`config.mk`:
```
export PLATFORM = sky130hd
export DESIGN_NAME = pickup_gesture_detector_unit
export DESIGN_NICKNAME = d
export VERILOG_FILES = /design/src/design/pgd_pkg.sv /design/src/design/pgd_cfg.sv /design/src/design/pgd_ctrl.sv /design/src/design/pgd_datapath.sv /design/src/design/pickup_gesture_detector_unit.sv
export SDC_FILE = /design/constraint.sdc
export NUM_CORES = 2
export LEC_CHECK = 0
export ABC_AREA = 1
export CORE_MARGIN = 10
export CORE_UTILIZATION = 50
export DETAILED_ROUTE_END_ITERATION = 10
export DONT_BUFFER_PORTS = 1
export PLACE_DENSITY = 0.67
export RECOVER_POWER = 100
export SYNTH_ARGS = -nofsm -noshare
export SYNTH_HDL_FRONTEND = slang
export SYNTH_SLANG_ARGS = --single-unit
```
`constraint.sdc`:
```
create_clock -name aclk -period 6.5 [get_ports aclk]
set_input_delay 0.975 -clock aclk [delete_from_list [all_inputs] [get_ports aclk]]
set_output_delay 0.975 -clock aclk [all_outputs]
set_load 0.02 [all_outputs]
```
`src/design/pgd_pkg.sv`:
```
// ----------------------------------------------------------------------------
// Pickup gesture detector package
// Shared widths, register indexes, reset values and the command and status
// bundles that pass between the controller and the datapath.
// ----------------------------------------------------------------------------
package pgd_pkg;

    // Default structural parameters.
    localparam int DEF_WINDOW_DEPTH    = 22;
    localparam int DEF_MIN_SAMPLES     = 6;
    localparam int DEF_MIN_RISES       = 3;
    localparam int DEF_ANGLE_FRAC_BITS = 7;

    // Field widths.
    localparam int ANGLE_W   = 16;
    localparam int CFG_W     = 15;
    localparam int CFG_IDX_W = 3;

    // Configuration register indexes.
    localparam logic [CFG_IDX_W-1:0] REG_STILL_DELTA    = 3'd0;
    localparam logic [CFG_IDX_W-1:0] REG_PITCH_LOW      = 3'd1;
    localparam logic [CFG_IDX_W-1:0] REG_PITCH_HIGH     = 3'd2;
    localparam logic [CFG_IDX_W-1:0] REG_RISE_MIN       = 3'd3;
    localparam logic [CFG_IDX_W-1:0] REG_ROLL_MAX       = 3'd4;
    localparam logic [CFG_IDX_W-1:0] REG_MEAN_PITCH_MIN = 3'd5;
    localparam logic [CFG_IDX_W-1:0] REG_STEP_MAX       = 3'd6;

    // Configuration reset values.
    localparam logic [CFG_W-1:0] RST_STILL_DELTA    = 15'd90;
    localparam logic [CFG_W-1:0] RST_PITCH_LOW      = 15'd3200;
    localparam logic [CFG_W-1:0] RST_PITCH_HIGH     = 15'd10240;
    localparam logic [CFG_W-1:0] RST_RISE_MIN       = 15'd3200;
    localparam logic [CFG_W-1:0] RST_ROLL_MAX       = 15'd1664;
    localparam logic [CFG_W-1:0] RST_MEAN_PITCH_MIN = 15'd640;
    localparam logic [CFG_W-1:0] RST_STEP_MAX       = 15'd2560;

    // Current configuration as seen by the datapath.
    typedef struct packed {
        logic [CFG_W-1:0] still_delta;
        logic [CFG_W-1:0] pitch_low;
        logic [CFG_W-1:0] pitch_high;
        logic [CFG_W-1:0] rise_min;
        logic [CFG_W-1:0] roll_max;
        logic [CFG_W-1:0] mean_pitch_min;
        logic [CFG_W-1:0] step_max;
    } cfg_t;

    // Commands from the controller to the datapath.
    typedef struct packed {
        logic load;      // capture the accepted reading
        logic update;    // still check, detect flag, window pushes
        logic walk;      // issue one window read
        logic finish;    // form the verdict and clear the pitch window
        logic out_load;  // move the result into the output register
    } ctrl_cmd_t;

    // Status from the datapath to the controller.
    typedef struct packed {
        logic eval_needed;  // valid during update
        logic walk_last;    // current read index is the last one
    } dp_status_t;

endpackage

```
`src/design/pgd_cfg.sv`:
```
// ----------------------------------------------------------------------------
// Pickup gesture detector configuration registers
// Seven threshold registers written through a plain write port.
// ----------------------------------------------------------------------------
module pgd_cfg (
    input  logic                          aclk,
    input  logic                          aresetn,
    input  logic                          cfg_wr_en,
    input  logic [pgd_pkg::CFG_IDX_W-1:0] cfg_wr_index,
    input  logic [pgd_pkg::CFG_W-1:0]     cfg_wr_data,
    output pgd_pkg::cfg_t                 cfg
);
    import pgd_pkg::*;

    cfg_t cfg_reg;

    // Register file with reset values; writes beyond the list are dropped.
    always_ff @(posedge aclk) begin
        if (!aresetn) begin
            cfg_reg.still_delta    <= RST_STILL_DELTA;
            cfg_reg.pitch_low      <= RST_PITCH_LOW;
            cfg_reg.pitch_high     <= RST_PITCH_HIGH;
            cfg_reg.rise_min       <= RST_RISE_MIN;
            cfg_reg.roll_max       <= RST_ROLL_MAX;
            cfg_reg.mean_pitch_min <= RST_MEAN_PITCH_MIN;
            cfg_reg.step_max       <= RST_STEP_MAX;
        end else if (cfg_wr_en) begin
            unique case (cfg_wr_index)
                REG_STILL_DELTA:    cfg_reg.still_delta    <= cfg_wr_data;
                REG_PITCH_LOW:      cfg_reg.pitch_low      <= cfg_wr_data;
                REG_PITCH_HIGH:     cfg_reg.pitch_high     <= cfg_wr_data;
                REG_RISE_MIN:       cfg_reg.rise_min       <= cfg_wr_data;
                REG_ROLL_MAX:       cfg_reg.roll_max       <= cfg_wr_data;
                REG_MEAN_PITCH_MIN: cfg_reg.mean_pitch_min <= cfg_wr_data;
                REG_STEP_MAX:       cfg_reg.step_max       <= cfg_wr_data;
                default: begin
                end
            endcase
        end
    end

    assign cfg = cfg_reg;

endmodule

```
`src/design/pgd_ctrl.sv`:
```
// ----------------------------------------------------------------------------
// Pickup gesture detector controller
// Sequences one request through update, window walk and verdict, and owns
// the output valid flag.
// ----------------------------------------------------------------------------
module pgd_ctrl (
    input  logic                  aclk,
    input  logic                  aresetn,
    input  logic                  s_valid,
    output logic                  s_ready,
    output logic                  m_valid,
    input  logic                  m_ready,
    input  pgd_pkg::dp_status_t   status,
    output pgd_pkg::ctrl_cmd_t    cmd
);
    import pgd_pkg::*;

    typedef enum logic [2:0] {
        S_IDLE,
        S_UPDATE,
        S_WALK,
        S_DRAIN,
        S_FINISH,
        S_DONE
    } state_t;

    state_t state_reg, state_next;
    logic   m_valid_reg, m_valid_next;

    // Next state and commands.
    always_comb begin
        state_next = state_reg;
        cmd        = '0;
        s_ready    = 1'b0;
        unique case (state_reg)
            S_IDLE: begin
                s_ready = 1'b1;
                if (s_valid) begin
                    cmd.load   = 1'b1;
                    state_next = S_UPDATE;
                end
            end
            S_UPDATE: begin
                cmd.update = 1'b1;
                state_next = status.eval_needed ? S_WALK : S_DONE;
            end
            S_WALK: begin
                cmd.walk = 1'b1;
                if (status.walk_last) begin
                    state_next = S_DRAIN;
                end
            end
            S_DRAIN: begin
                state_next = S_FINISH;
            end
            S_FINISH: begin
                cmd.finish = 1'b1;
                state_next = S_DONE;
            end
            S_DONE: begin
                if (!m_valid_reg || m_ready) begin
                    cmd.out_load = 1'b1;
                    state_next   = S_IDLE;
                end
            end
            default: begin
                state_next = S_IDLE;
            end
        endcase
    end

    // Output valid: set on load, cleared when the result is taken.
    always_comb begin
        if (cmd.out_load) begin
            m_valid_next = 1'b1;
        end else if (m_ready) begin
            m_valid_next = 1'b0;
        end else begin
            m_valid_next = m_valid_reg;
        end
    end

    // State and registered outputs.
    always_ff @(posedge aclk) begin
        if (!aresetn) begin
            state_reg   <= S_IDLE;
            m_valid_reg <= 1'b0;
        end else begin
            state_reg   <= state_next;
            m_valid_reg <= m_valid_next;
        end
    end

    assign m_valid = m_valid_reg;

endmodule

```
`src/design/pgd_datapath.sv`:
```
// ----------------------------------------------------------------------------
// Pickup gesture detector datapath
// Holds the previous reading, the detect flag, the two sliding windows as
// circular buffers in memories, the evaluation accumulators and the result.
// ----------------------------------------------------------------------------
module pgd_datapath #(
    parameter int WINDOW_DEPTH    = pgd_pkg::DEF_WINDOW_DEPTH,
    parameter int MIN_SAMPLES     = pgd_pkg::DEF_MIN_SAMPLES,
    parameter int MIN_RISES       = pgd_pkg::DEF_MIN_RISES,
    parameter int ANGLE_FRAC_BITS = pgd_pkg::DEF_ANGLE_FRAC_BITS
) (
    input  logic                               aclk,
    input  logic                               aresetn,
    input  pgd_pkg::ctrl_cmd_t                 cmd,
    output pgd_pkg::dp_status_t                status,
    input  pgd_pkg::cfg_t                      cfg,
    input  logic signed [pgd_pkg::ANGLE_W-1:0] s_pitch_angle,
    input  logic signed [pgd_pkg::ANGLE_W-1:0] s_roll_angle,
    input  logic signed [pgd_pkg::ANGLE_W-1:0] s_yaw_angle,
    output logic                               m_pickup_seen,
    output logic                               m_window_evaluated,
    output logic                               m_detect_active
);
    import pgd_pkg::*;

    localparam int IW = $clog2(WINDOW_DEPTH);
    localparam int CW = $clog2(WINDOW_DEPTH + 1);
    localparam int SW = ANGLE_W + CW + 1;
    localparam int PW = CFG_W + CW;
    localparam logic [CW-1:0] DEPTH_C       = CW'(WINDOW_DEPTH);
    localparam logic [CW-1:0] DEPTH_M1_C    = CW'(WINDOW_DEPTH - 1);
    localparam logic [IW-1:0] LAST_IDX_C    = IW'(WINDOW_DEPTH - 1);
    localparam logic [CW-1:0] MIN_SAMPLES_C = CW'(MIN_SAMPLES);
    localparam logic [CW-1:0] MIN_RISES_C   = CW'(MIN_RISES);
    localparam logic [ANGLE_W:0] ONE_DEGREE = (ANGLE_W + 1)'(1 << ANGLE_FRAC_BITS);

    // Magnitude of a 17-bit two's complement value.
    function automatic logic [ANGLE_W:0] mag17(input logic [ANGLE_W:0] v);
        return v[ANGLE_W] ? (~v + (ANGLE_W + 1)'(1)) : v;
    endfunction

    // Circular buffer address: head plus offset, wrapped at the depth.
    function automatic logic [IW-1:0] wrap_add(input logic [IW-1:0] head,
                                               input logic [CW-1:0] off);
        logic [CW:0] s;
        s = (CW + 1)'(head) + (CW + 1)'(off);
        if (s >= (CW + 1)'(WINDOW_DEPTH)) begin
            s = s - (CW + 1)'(WINDOW_DEPTH);
        end
        return s[IW-1:0];
    endfunction

    // Captured request and previous reading.
    logic signed [ANGLE_W-1:0] pitch_reg, roll_reg, yaw_reg;
    logic signed [ANGLE_W-1:0] prev_pitch_reg, prev_roll_reg, prev_yaw_reg;
    logic                      detect_reg, detect_next;

    // Window bookkeeping.
    logic [IW-1:0] phead_reg, phead_next, rhead_reg, rhead_next;
    logic [CW-1:0] pcnt_reg, pcnt_next, rcnt_reg, rcnt_next;

    // Window memories and read ports.
    logic [ANGLE_W-1:0] pmem [WINDOW_DEPTH];
    logic [ANGLE_W-1:0] rmem [WINDOW_DEPTH];
    logic [ANGLE_W-1:0] prd_reg, rrd_reg;
    logic [IW-1:0]      pwr_addr, rwr_addr, prd_addr, rrd_addr;
    logic               pwr_en, rwr_en;

    // Walk state and accumulators.
    logic [IW-1:0]             idx_reg, idx_d_reg;
    logic                      rd_valid_reg;
    logic signed [SW-1:0]      psum_reg, rsum_reg;
    logic signed [ANGLE_W-1:0] prev_p_reg, start_reg, first_reg, last_reg;
    logic                      have_start_reg;
    logic [CW-1:0]             good_reg;

    // Result registers.
    logic res_pickup_reg, res_eval_reg;
    logic out_pickup_reg, out_eval_reg, out_detect_reg;

    // Still check, detect flag and window pushes from the captured reading.
    logic [ANGLE_W:0]        dpitch, droll, dyaw;
    logic                    still;
    logic signed [ANGLE_W:0] pitch_x, plow_x, phigh_x;
    logic                    p_add, r_add, p_drop, r_drop;
    logic [IW-1:0]           phead_d, rhead_d;
    logic [CW-1:0]           pcnt_d, rcnt_d;

    always_comb begin
        dpitch  = {prev_pitch_reg[ANGLE_W-1], prev_pitch_reg}
                - {pitch_reg[ANGLE_W-1], pitch_reg};
        droll   = {prev_roll_reg[ANGLE_W-1], prev_roll_reg}
                - {roll_reg[ANGLE_W-1], roll_reg};
        dyaw    = {prev_yaw_reg[ANGLE_W-1], prev_yaw_reg}
                - {yaw_reg[ANGLE_W-1], yaw_reg};
        still   = (mag17(dpitch) < {2'b00, cfg.still_delta})
               && (mag17(droll) < {2'b00, cfg.still_delta})
               && (mag17(dyaw) < {2'b00, cfg.still_delta});
        pitch_x = {pitch_reg[ANGLE_W-1], pitch_reg};
        plow_x  = {2'b00, cfg.pitch_low};
        phigh_x = {2'b00, cfg.pitch_high};

        if (still || yaw_reg[ANGLE_W-1]) begin
            detect_next = 1'b0;
        end else if (pitch_x > plow_x && pitch_x < phigh_x) begin
            detect_next = 1'b1;
        end else begin
            detect_next = detect_reg;
        end

        // Full windows drop their oldest entry on every reading.
        p_add   = pitch_x > $signed(ONE_DEGREE);
        r_add   = $signed({roll_reg[ANGLE_W-1], roll_reg}) > $signed(ONE_DEGREE);
        p_drop  = pcnt_reg >= DEPTH_C;
        r_drop  = rcnt_reg >= DEPTH_C;
        phead_d = p_drop ? ((phead_reg == LAST_IDX_C) ? '0 : phead_reg + IW'(1))
                         : phead_reg;
        rhead_d = r_drop ? ((rhead_reg == LAST_IDX_C) ? '0 : rhead_reg + IW'(1))
                         : rhead_reg;
        pcnt_d  = p_drop ? DEPTH_M1_C : pcnt_reg;
        rcnt_d  = r_drop ? DEPTH_M1_C : rcnt_reg;
        pwr_addr = wrap_add(phead_d, pcnt_d);
        rwr_addr = wrap_add(rhead_d, rcnt_d);
        pwr_en   = cmd.update && p_add;
        rwr_en   = cmd.update && r_add;
        phead_next = phead_d;
        rhead_next = rhead_d;
        pcnt_next  = pcnt_d + CW'(p_add);
        rcnt_next  = rcnt_d + CW'(r_add);
    end

    assign status.eval_needed = detect_next && (pcnt_next >= MIN_SAMPLES_C);

    // Walk addresses over both windows in parallel.
    logic [CW-1:0] walk_len;
    assign walk_len         = (pcnt_reg > rcnt_reg) ? pcnt_reg : rcnt_reg;
    assign status.walk_last = (CW'(idx_reg) + CW'(1)) == walk_len;
    assign prd_addr         = wrap_add(phead_reg, CW'(idx_reg));
    assign rrd_addr         = wrap_add(rhead_reg, CW'(idx_reg));

    // Window memories: one write and one registered read each.
    always_ff @(posedge aclk) begin
        if (pwr_en) begin
            pmem[pwr_addr] <= pitch_reg;
        end
        if (rwr_en) begin
            rmem[rwr_addr] <= roll_reg;
        end
        prd_reg <= pmem[prd_addr];
        rrd_reg <= rmem[rrd_addr];
    end

    // Per-entry evaluation on read data.
    logic signed [ANGLE_W-1:0] p_data, r_data;
    logic [ANGLE_W:0]          p_mag, prev_mag;
    logic signed [ANGLE_W+1:0] step;
    logic                      rising, p_in, r_in;

    always_comb begin
        p_data   = prd_reg;
        r_data   = rrd_reg;
        p_in     = rd_valid_reg && (CW'(idx_d_reg) < pcnt_reg);
        r_in     = rd_valid_reg && (CW'(idx_d_reg) < rcnt_reg);
        p_mag    = mag17({p_data[ANGLE_W-1], p_data});
        prev_mag = mag17({prev_p_reg[ANGLE_W-1], prev_p_reg});
        step     = $signed({1'b0, p_mag}) - $signed({1'b0, prev_mag});
        rising   = (prev_p_reg < p_data) && (step < $signed({3'b000, cfg.step_max}));
    end

    // Verdict terms; means are tested as sum against threshold times count.
    logic [PW-1:0]             roll_prod, pitch_prod;
    logic signed [ANGLE_W:0]   first_x, last_x, start_x, rise;
    logic                      roll_ok, first_ok, mean_ok, last_ok, rise_ok, verdict;

    always_comb begin
        roll_prod  = PW'(rcnt_reg) * PW'(cfg.roll_max);
        pitch_prod = PW'(pcnt_reg) * PW'(cfg.mean_pitch_min);
        first_x    = {first_reg[ANGLE_W-1], first_reg};
        last_x     = {last_reg[ANGLE_W-1], last_reg};
        start_x    = {start_reg[ANGLE_W-1], start_reg};
        rise       = last_x - start_x;
        roll_ok    = (rcnt_reg == '0) || !(rsum_reg > $signed(SW'(roll_prod)));
        first_ok   = !(first_x > plow_x);
        mean_ok    = !(psum_reg < $signed(SW'(pitch_prod)));
        last_ok    = (last_x < phigh_x) && (last_x > plow_x);
        rise_ok    = have_start_reg && (start_reg > 0)
                  && (rise > $signed({2'b00, cfg.rise_min}));
        verdict    = roll_ok && first_ok && mean_ok && last_ok && rise_ok
                  && (good_reg >= MIN_RISES_C);
    end

    // Control state of the datapath.
    always_ff @(posedge aclk) begin
        if (!aresetn) begin
            prev_pitch_reg <= '0;
            prev_roll_reg  <= '0;
            prev_yaw_reg   <= '0;
            detect_reg     <= 1'b0;
            phead_reg      <= '0;
            rhead_reg      <= '0;
            pcnt_reg       <= '0;
            rcnt_reg       <= '0;
            rd_valid_reg   <= 1'b0;
            idx_reg        <= '0;
        end else begin
            rd_valid_reg <= cmd.walk;
            if (cmd.update) begin
                prev_pitch_reg <= pitch_reg;
                prev_roll_reg  <= roll_reg;
                prev_yaw_reg   <= yaw_reg;
                detect_reg     <= detect_next;
                phead_reg      <= phead_next;
                rhead_reg      <= rhead_next;
                pcnt_reg       <= pcnt_next;
                rcnt_reg       <= rcnt_next;
                idx_reg        <= '0;
            end else if (cmd.walk) begin
                idx_reg <= idx_reg + IW'(1);
            end
            // An evaluated window is emptied and stops detection.
            if (cmd.finish) begin
                pcnt_reg   <= '0;
                detect_reg <= 1'b0;
            end
        end
    end

    // Payload registers: captured request, accumulators and result.
    always_ff @(posedge aclk) begin
        idx_d_reg <= idx_reg;
        if (cmd.load) begin
            pitch_reg <= s_pitch_angle;
            roll_reg  <= s_roll_angle;
            yaw_reg   <= s_yaw_angle;
        end
        if (cmd.update) begin
            psum_reg       <= '0;
            rsum_reg       <= '0;
            prev_p_reg     <= '0;
            start_reg      <= '0;
            first_reg      <= '0;
            last_reg       <= '0;
            have_start_reg <= 1'b0;
            good_reg       <= '0;
            res_pickup_reg <= 1'b0;
            res_eval_reg   <= 1'b0;
        end else begin
            if (r_in) begin
                rsum_reg <= rsum_reg + SW'(r_data);
            end
            if (p_in) begin
                psum_reg   <= psum_reg + SW'(p_data);
                prev_p_reg <= p_data;
                if (idx_d_reg == '0) begin
                    first_reg <= p_data;
                end
                if ((CW'(idx_d_reg) + CW'(1)) == pcnt_reg) begin
                    last_reg <= p_data;
                end
                if (rising) begin
                    // The entry before the second good step starts the rise.
                    if (good_reg == CW'(1) && prev_p_reg != '0) begin
                        start_reg      <= prev_p_reg;
                        have_start_reg <= 1'b1;
                    end
                    good_reg <= good_reg + CW'(1);
                end
            end
        end
        if (cmd.finish) begin
            res_pickup_reg <= verdict;
            res_eval_reg   <= 1'b1;
        end
        if (cmd.out_load) begin
            out_pickup_reg <= res_pickup_reg;
            out_eval_reg   <= res_eval_reg;
            out_detect_reg <= detect_reg;
        end
    end

    assign m_pickup_seen      = out_pickup_reg;
    assign m_window_evaluated = out_eval_reg;
    assign m_detect_active    = out_detect_reg;

endmodule

```
`src/design/pickup_gesture_detector_unit.sv`:
```
// ----------------------------------------------------------------------------
// Pickup gesture detector
// Watches rotation readings for a device being lifted and reports one
// verdict per reading.
// ----------------------------------------------------------------------------
// Usage:
// - Input channel s_*: one request is a pitch, roll and yaw reading in
//   1/2^ANGLE_FRAC_BITS degree. Output channel m_*: one result per request
//   with pickup_seen, window_evaluated and detect_active.
// - A reading that does not trigger an evaluation passes through the update
//   and done states before the next acceptance, and its result is loaded
//   into the output register from the done state.
// - A reading that triggers an evaluation walks both windows through their
//   memory read ports, one entry per cycle over the longer window (up to
//   WINDOW_DEPTH entries, 22 at the default depth), then drains and finishes.
// - The result sits in an output register; the next request is accepted
//   while it waits. When the receiver stalls with a result still held, the
//   following result waits in the datapath and no further request is taken.
// - Reset clears the previous reading, the detect flag, both window counts
//   and loads the threshold registers with their defaults. No clearing pass
//   is needed; the block is ready in the first cycle after reset.
// - Write thresholds via cfg_wr_* only while idle; the block does not check.
// ----------------------------------------------------------------------------
module pickup_gesture_detector_unit #(
    parameter int WINDOW_DEPTH    = pgd_pkg::DEF_WINDOW_DEPTH,
    parameter int MIN_SAMPLES     = pgd_pkg::DEF_MIN_SAMPLES,
    parameter int MIN_RISES       = pgd_pkg::DEF_MIN_RISES,
    parameter int ANGLE_FRAC_BITS = pgd_pkg::DEF_ANGLE_FRAC_BITS
) (
    input  logic                               aclk,
    input  logic                               aresetn,
    input  logic                               cfg_wr_en,
    input  logic [pgd_pkg::CFG_IDX_W-1:0]      cfg_wr_index,
    input  logic [pgd_pkg::CFG_W-1:0]          cfg_wr_data,
    input  logic                               s_valid,
    output logic                               s_ready,
    input  logic signed [pgd_pkg::ANGLE_W-1:0] s_pitch_angle,
    input  logic signed [pgd_pkg::ANGLE_W-1:0] s_roll_angle,
    input  logic signed [pgd_pkg::ANGLE_W-1:0] s_yaw_angle,
    output logic                               m_valid,
    input  logic                               m_ready,
    output logic                               m_pickup_seen,
    output logic                               m_window_evaluated,
    output logic                               m_detect_active
);
    import pgd_pkg::*;

    cfg_t       cfg;
    ctrl_cmd_t  cmd;
    dp_status_t status;

    // Threshold registers.
    pgd_cfg u_cfg (
        .aclk         (aclk),
        .aresetn      (aresetn),
        .cfg_wr_en    (cfg_wr_en),
        .cfg_wr_index (cfg_wr_index),
        .cfg_wr_data  (cfg_wr_data),
        .cfg          (cfg)
    );

    // Sequencer for one request.
    pgd_ctrl u_ctrl (
        .aclk    (aclk),
        .aresetn (aresetn),
        .s_valid (s_valid),
        .s_ready (s_ready),
        .m_valid (m_valid),
        .m_ready (m_ready),
        .status  (status),
        .cmd     (cmd)
    );

    // Windows, accumulators and result.
    pgd_datapath #(
        .WINDOW_DEPTH    (WINDOW_DEPTH),
        .MIN_SAMPLES     (MIN_SAMPLES),
        .MIN_RISES       (MIN_RISES),
        .ANGLE_FRAC_BITS (ANGLE_FRAC_BITS)
    ) u_datapath (
        .aclk               (aclk),
        .aresetn            (aresetn),
        .cmd                (cmd),
        .status             (status),
        .cfg                (cfg),
        .s_pitch_angle      (s_pitch_angle),
        .s_roll_angle       (s_roll_angle),
        .s_yaw_angle        (s_yaw_angle),
        .m_pickup_seen      (m_pickup_seen),
        .m_window_evaluated (m_window_evaluated),
        .m_detect_active    (m_detect_active)
    );

endmodule

```
# After elaboration in Yosys (flattened, before gate mapping)
# Memories as Yosys holds them, arrays and structs flattened. A register that Yosys moved wholly into a read port is not among the register bits.
# Index checks and enable logic that the tools add are counted.
[totals]
out_inout_bits = 5
in_bits = 71
wordCells = 204
mem_bits_rw = 704
ff_bits = 356
mem_count = 2
[mem_list]
columns = ["name", "depth", "width", "read_ports", "rd_clocked_by_memory_dff", "write_ports", "line", "source"]
rows = [
  ["u_datapath.pmem", 22, 16, 1, 1, 1, "pgd_datapath.sv:63", "logic [ANGLE_W-1:0] pmem [WINDOW_DEPTH];"],
  ["u_datapath.rmem", 22, 16, 1, 1, 1, "pgd_datapath.sv:64", "logic [ANGLE_W-1:0] rmem [WINDOW_DEPTH];"],
]
[op_classes]
eq_ne = 19
n_mul = 2
add_sub_neg = 27
n_reduce_logical = 46
n_lt_le_gt_ge = 27
n_mux = 39
n_bitwise = 6
[op_table]
columns = ["operator", "count"]
rows = [
  ["$add 17x1->17 const B", 5],
  ["$mux 17", 5],
  ["$not 17->17", 5],
  ["$sub 16x16->17", 4],
  ["$mux 5", 11],
  ["$lt 17x15->1", 3],
  ["$gt 16x16->1", 3],
  ["$lt 16x16->1", 3],
  ["$add 22x16->22", 2],
  ["$mul 5x15->20", 2],
  ["$gt 16x9->1 const B", 2],
  ["$add 5x1->5 const B", 5],
  ["$add 5x5->6", 4],
  ["$ge 6x5->1 const B", 4],
  ["$gt 22x21->1", 1],
  ["$lt 22x21->1", 1],
  ["$reduce_and 2->1", 10],
  ["$sub 5x5->5 const B", 4],
  ["$logic_and 1x1->1", 18],
  ["$lt 18x16->1", 1],
  ["$mux 1", 18],
  ["$pmux 3 s6", 1],
  ["$sub 17x17->18", 1],
  ["$gt 17x16->1", 1],
  ["other kinds (25)", 52],
]

# Logic depth before layout (Yosys ltp)
[logic_depth]
depth_word = 12
mapped_depth = 37
depth_no_buf = 36

# Modules after synthesis
# Synthesis repeated with hierarchy kept, for this count alone.
[hier_totals]
hier_cells = 6675
area_unflattened_um2 = 61416.4
[by_module_without_submodules]
columns = ["module", "seq_area_each_um2", "n_inst", "cells_each", "area_each_um2"]
rows = [
  ["pgd_datapath", 27246.1, 1, 6046, 56942.1],
  ["pgd_cfg", 2102.0, 1, 586, 4185.3],
  ["pgd_ctrl", 80.1, 1, 43, 289.0],
]

# Least setup slack after synthesis
# No wires, ideal clock.
[synth_path]
path_kind = "register to register"
startpoint = "register u_datapath.rcnt_reg[3]"
endpoint = "register u_datapath.res_pickup_reg (data pin)"
setup_slack_ps = 883
path_buffers = 2
synth_period_minus_slack_ps = 5617
stages_incl_launch_ff = 30
arrival_time_ps = 5359
required_ps = 6243
cell_sequence = "dfxtp_1 -> clkbuf_1 -> buf_1 -> nand2_1 -> fa_1 -> fa_1 -> fa_1 -> inv_1 -> ha_1 -> a21oi_1 -> nand2_1 -> nand2_1 -> o211ai_1 -> nand2_1 -> nand2_1 -> a21oi_1 -> o21ai_0 -> a21boi_0 -> o21ai_0 -> nand2_1 -> nand2_1 -> a21oi_1 -> xor2_1 -> ha_1 -> nand3_1 -> nor4_1 -> a221oi_1 -> o21ai_0 -> nand4_1 -> nor2_1"
[synth_via]
elab_chain_cells = 10
word_cells_on_any_way = 11
[synth_lines]
columns = ["element", "line", "source"]
rows = [
  ["from (decl)", "pgd_datapath.sv:60", "logic [CW-1:0] pcnt_reg, pcnt_next, rcnt_reg, rcnt_next;"],
  ["from (signal assigned)", "pgd_datapath.sv:215", "rcnt_reg <= rcnt_next;"],
  ["$mul 5x15->20", "pgd_datapath.sv:176", "roll_prod = PW'(rcnt_reg) * PW'(cfg.roll_max);"],
  ["$gt 22x21->1", "pgd_datapath.sv:182", "roll_ok = (rcnt_reg == '0) || !(rsum_reg > $signed(SW'(roll_prod)));"],
  ["$logic_not 1->1", "pgd_datapath.sv:182", ""],
  ["$logic_or 1x1->1 *", "pgd_datapath.sv:182", ""],
  ["$logic_and 1x1->1 * (4 in a row)", "pgd_datapath.sv:188", "verdict = roll_ok && first_ok && mean_ok && last_ok && rise_ok"],
  ["$logic_and 1x1->1 *", "pgd_datapath.sv:189", "&& (good_reg >= MIN_RISES_C);"],
  ["$mux 1 *", "pgd_datapath.sv:270", "if (cmd.finish) begin"],
  ["to (signal assigned)", "pgd_datapath.sv:271", "res_pickup_reg <= verdict;"],
  ["to (decl)", "pgd_datapath.sv:78", "logic res_pickup_reg, res_eval_reg;"],
]
# Mark *: on every way between the ends. The rest lies on a longest branch, timed or not.
# A chain may end at the register's enable or synchronous reset.

# Final worst setup path
[layout_path]
startpoint = "register u_ctrl.state_reg[0]"
endpoint = "register u_datapath.rhead_reg[0]"
[layout_via]
elab_chain_cells = 2
[layout_lines]
columns = ["element", "line", "source"]
rows = [
  ["from (decl)", "pgd_ctrl.sv:27", "state_t state_reg, state_next;"],
  ["from (signal assigned)", "pgd_ctrl.sv:89", "state_reg <= state_next;"],
  ["$eq 3x1->1", "pgd_ctrl.sv:35", "unique case (state_reg)"],
  ["$mux 1", "pgd_ctrl.sv:35", ""],
  ["to (signal assigned)", "pgd_datapath.sv:213", "rhead_reg <= rhead_next;"],
  ["to (decl)", "pgd_datapath.sv:59", "logic [IW-1:0] phead_reg, phead_next, rhead_reg, rhead_next;"],
]
# Every way passes these cells.

==> summary.txt <==
Routing
  • DRT Wirelength: 156 mm
  • Via count: 44800
  • Drt via density: 5.47
  • Drt initial violations: 3366
  • # DRC: 0
  • WL/cell: 19.0 um
  • DRT Pass-1 Iters: 6
  • Final ANT Viol Nets: 0

Setup path
  • CP max FO: 55
  • Worst Path Required: 7.09 ns
  • Crit. End Element: flip-flop
  • CP Launch Type: flip-flop
  • Crit path DAT: 6.66 ns
  • Worst r2r path cells: 5
  • Setup CP Type: reg -> reg

Outcome
  • Status: finished with violations
  • Failing checks: capacitance limit, slew limit

Synthesis
  • Synth top area share: 37.4%
  • Synthesized area: 0.0607 mm2
  • Unique masters post-synth: 67
  • Syn nets: 7065
  • Post-Syn Area per Cell: 9.39 um2
  • Top FF cell, synth: edfxtp_1
  • Synth Instances: 6471
  • Synthesized flop and latch total: 1092
  • Most common cell in the synthesized netlist: nand2_1
  • Async S/R FF share, synth: 0%
  • Sequential fraction of the synthesis area: 48.5%
  • Leading area contributor after synthesis: edfxtp_1
  • Synth warn: 0
  • Leading cell types by count after synthesis: 1267 x nand2_1, 902 x inv_1, 756 x edfxtp_1
  • Post-synth EDFFs: 756
  • Area contributors post-synth: edfxtp_1 37%, dfxtp_1 11%, ha_1 8.9%

Clock network
  • Worst-Skew Late Latency: 0.73 ns
  • CTS Buf Count: 113
  • CTS tree: built
  • Clk buf depth: 3
  • Clk root buf: clkbuf_16
  • Postcts setup bufs: 0
  • TritonCTS Sinks: 1092
  • H-tree levels: 3
  • Reg clk slew, reported paths: 0.06 ns

Placement
  • GPL Wtd Cong: 0.890
  • Port Buffers: 0
  • Hpwl dp: 109 mm

Layout
  • Syn-to-layout area delta: 8.85%
  • Sequential cell area: 0.0294 mm2
  • Fin util: 55.0%
  • Area occupied by multi-input gates: 0.0270 mm2
  • Share of layout cells above drive strength 1: 3.57%
  • NumNets Final: 7087
  • FILL cells: 10600

Worst hold path
  • Hold Crit Class: in -> reg
  • Hold Path Stages: 0

Power
  • Leakage power: 27.8 nW
  • Seq pwr share: 46.2%
  • Switching pwr: 4.71 mW
  • Sw frac: 27.9%
  • Clock share of power: 37.7%
  • Cell-internal power: 12.2 mW
  • VDD IR max: 237 uV
  • Power density cells: 256 mW/mm2
  • Combinational share of power: 16.1%

Die
  • Die area: 0.136 mm2
  • Starting Density: 50.5%
  • Core box area: 0.120 mm2
  • Width of the die: 369 um
  • Io pins: 76
  • Die height: 369 um
  • # rows: 127

GRT
  • GRT Resource Usage Total: 22.3%
  • First-pass GRT wire length: 243 mm
  • Number of global-route vias before repair: 43300
  • Gr ovfl total: 0
  • Largest net degree at the start of global routing: 116
  • Antenna violations before repair: 3

Timing
  • Maximum clock rate: 165 MHz
  • Setup_tns: 0 ns
  • Layout Skew: 0.0449 ns
  • Final Hold Fails: 0
  • Fin. max-slew vios: 599
  • Slew HR: -100%
  • Final worst path period share: 93.5%
  • Slew @ Worst Pin: 3.00 ns
  • Hold Slack: 0.336 ns
  • Minimum clock period: 6.08 ns
  • RSZ-0062 raised after global routing: false
  • Setup violations, final: 0

Job
  • Max_cap viols: 16
repair_timing:
item	CTS	global route
hold endpoints to repair	0	0
hold buffers	0	0
gates resized for setup	0	3
setup endpoints to repair	0	1
critical path, cell delays in order (launching register included):
cell and delay [ns]:
dfxtp_1 0.37, inv_1 0.10, nor3_1 0.20, clkbuf_1 2.14, nand2_1 2.34, o32ai_1 0.79
cells by family (layout without fill, tap and decap cells):
kind of cell | Yosys count | after routing | synth area share [%]
simple gates | 2272 | 2272 | 15.7
buf+inv | 1124 | 1238 | 7.12
flops | 1092 | 1092 | 48.5
compound gates | 968 | 968 | 9.10
fa+ha+maj | 523 | 523 | 11.9
mux | 290 | 290 | 4.78
xor+xnor | 200 | 200 | 2.93
other cells | 2 | 3 | 0.0124
cell usage in the layout (no fill, tap or decap), drive strengths merged, types with 4 or more instances in the layout:
cell,Yosys,routed
nor2,367,367
o21bai,23,23
clkinvlp,0,4
edfxtp,756,756
nand3,456,456
o21ai,317,317
a21o,12,12
nand3b,12,12
a31oi,20,20
o22ai,12,12
or2,12,12
xnor2,54,54
and2,9,9
clkbuf,147,244
ha,434,434
clkinv,2,43
inv,912,913
nor3,50,50
dfxtp,336,336
o211ai,87,87
xor2,146,146
a211oi,40,40
fa,89,89
bufinv,0,6
mux2i,290,290
nor4,18,18
o41ai,4,4
nand2,1272,1272
o21a,19,19
o31ai,10,10
nand4,67,67
o221ai,6,6
a21boi,8,8
a21oi,390,390
nor3b,5,5
buf,63,28
power groups by stage:
stage / clock (mW) / sequential, mW / combinational (mW)
2_1_floorplan: 0 / 7.95 / 1.94
3_3_place_gp: 0 / 7.94 / 2.63
3_5_place_dp: 0 / 7.95 / 2.71
4_1_cts: 6.47 / 7.80 / 2.73
5_1_grt: 6.75 / 7.82 / 3.11
6_report: 6.37 / 7.81 / 2.72
worst paths after layout:
path,to,slack (ns),start
hold / removal,u_datapath.roll_reg[1],0.34,s_roll_angle[1]
setup reg to reg,u_datapath.rhead_reg[0],0.42,u_ctrl.state_reg[0]
setup / recovery,u_datapath.rhead_reg[0],0.42,u_ctrl.state_reg[0]
hold reg to reg,u_datapath.m_window_evaluated,0.45,u_datapath.res_eval_reg
stage by stage:
step           power (mW)  instances  instance area (um2)  setup WS (ns)
2_1_floorplan        9.88       6471                60700          0.883
3_3_place_gp         10.6       7990                62800          0.449
3_5_place_dp         10.7       7990                62800          0.390
4_1_cts              17.0       8197                66500          0.397
5_1_grt              17.7       8197                66100         0.0604
6_report             16.9       8198                66100          0.425
cell type report:
| cell class | instances | area share (%) |
|---|---|---|
| Clock inverter | 52 | 0.799 |
| Sequential cell | 1092 | 44.5 |
| Multi-Input combinational cell | 4255 | 40.9 |
| Antenna cell | 1 | 0.00379 |
| Clock buffer | 155 | 4.73 |
| Timing Repair Buffer | 117 | 0.850 |
| Tap cell | 1612 | 3.05 |
| Inverter | 914 | 5.19 |
metal layers:
layer,GRT usage (%),share of wire (%)
met1,29.5,44
met2,37.2,47
met3,3.14,5.6
met4,7.70,3.6
met5,0,0
No activity file was read; power rests on OpenSTA's default activity.
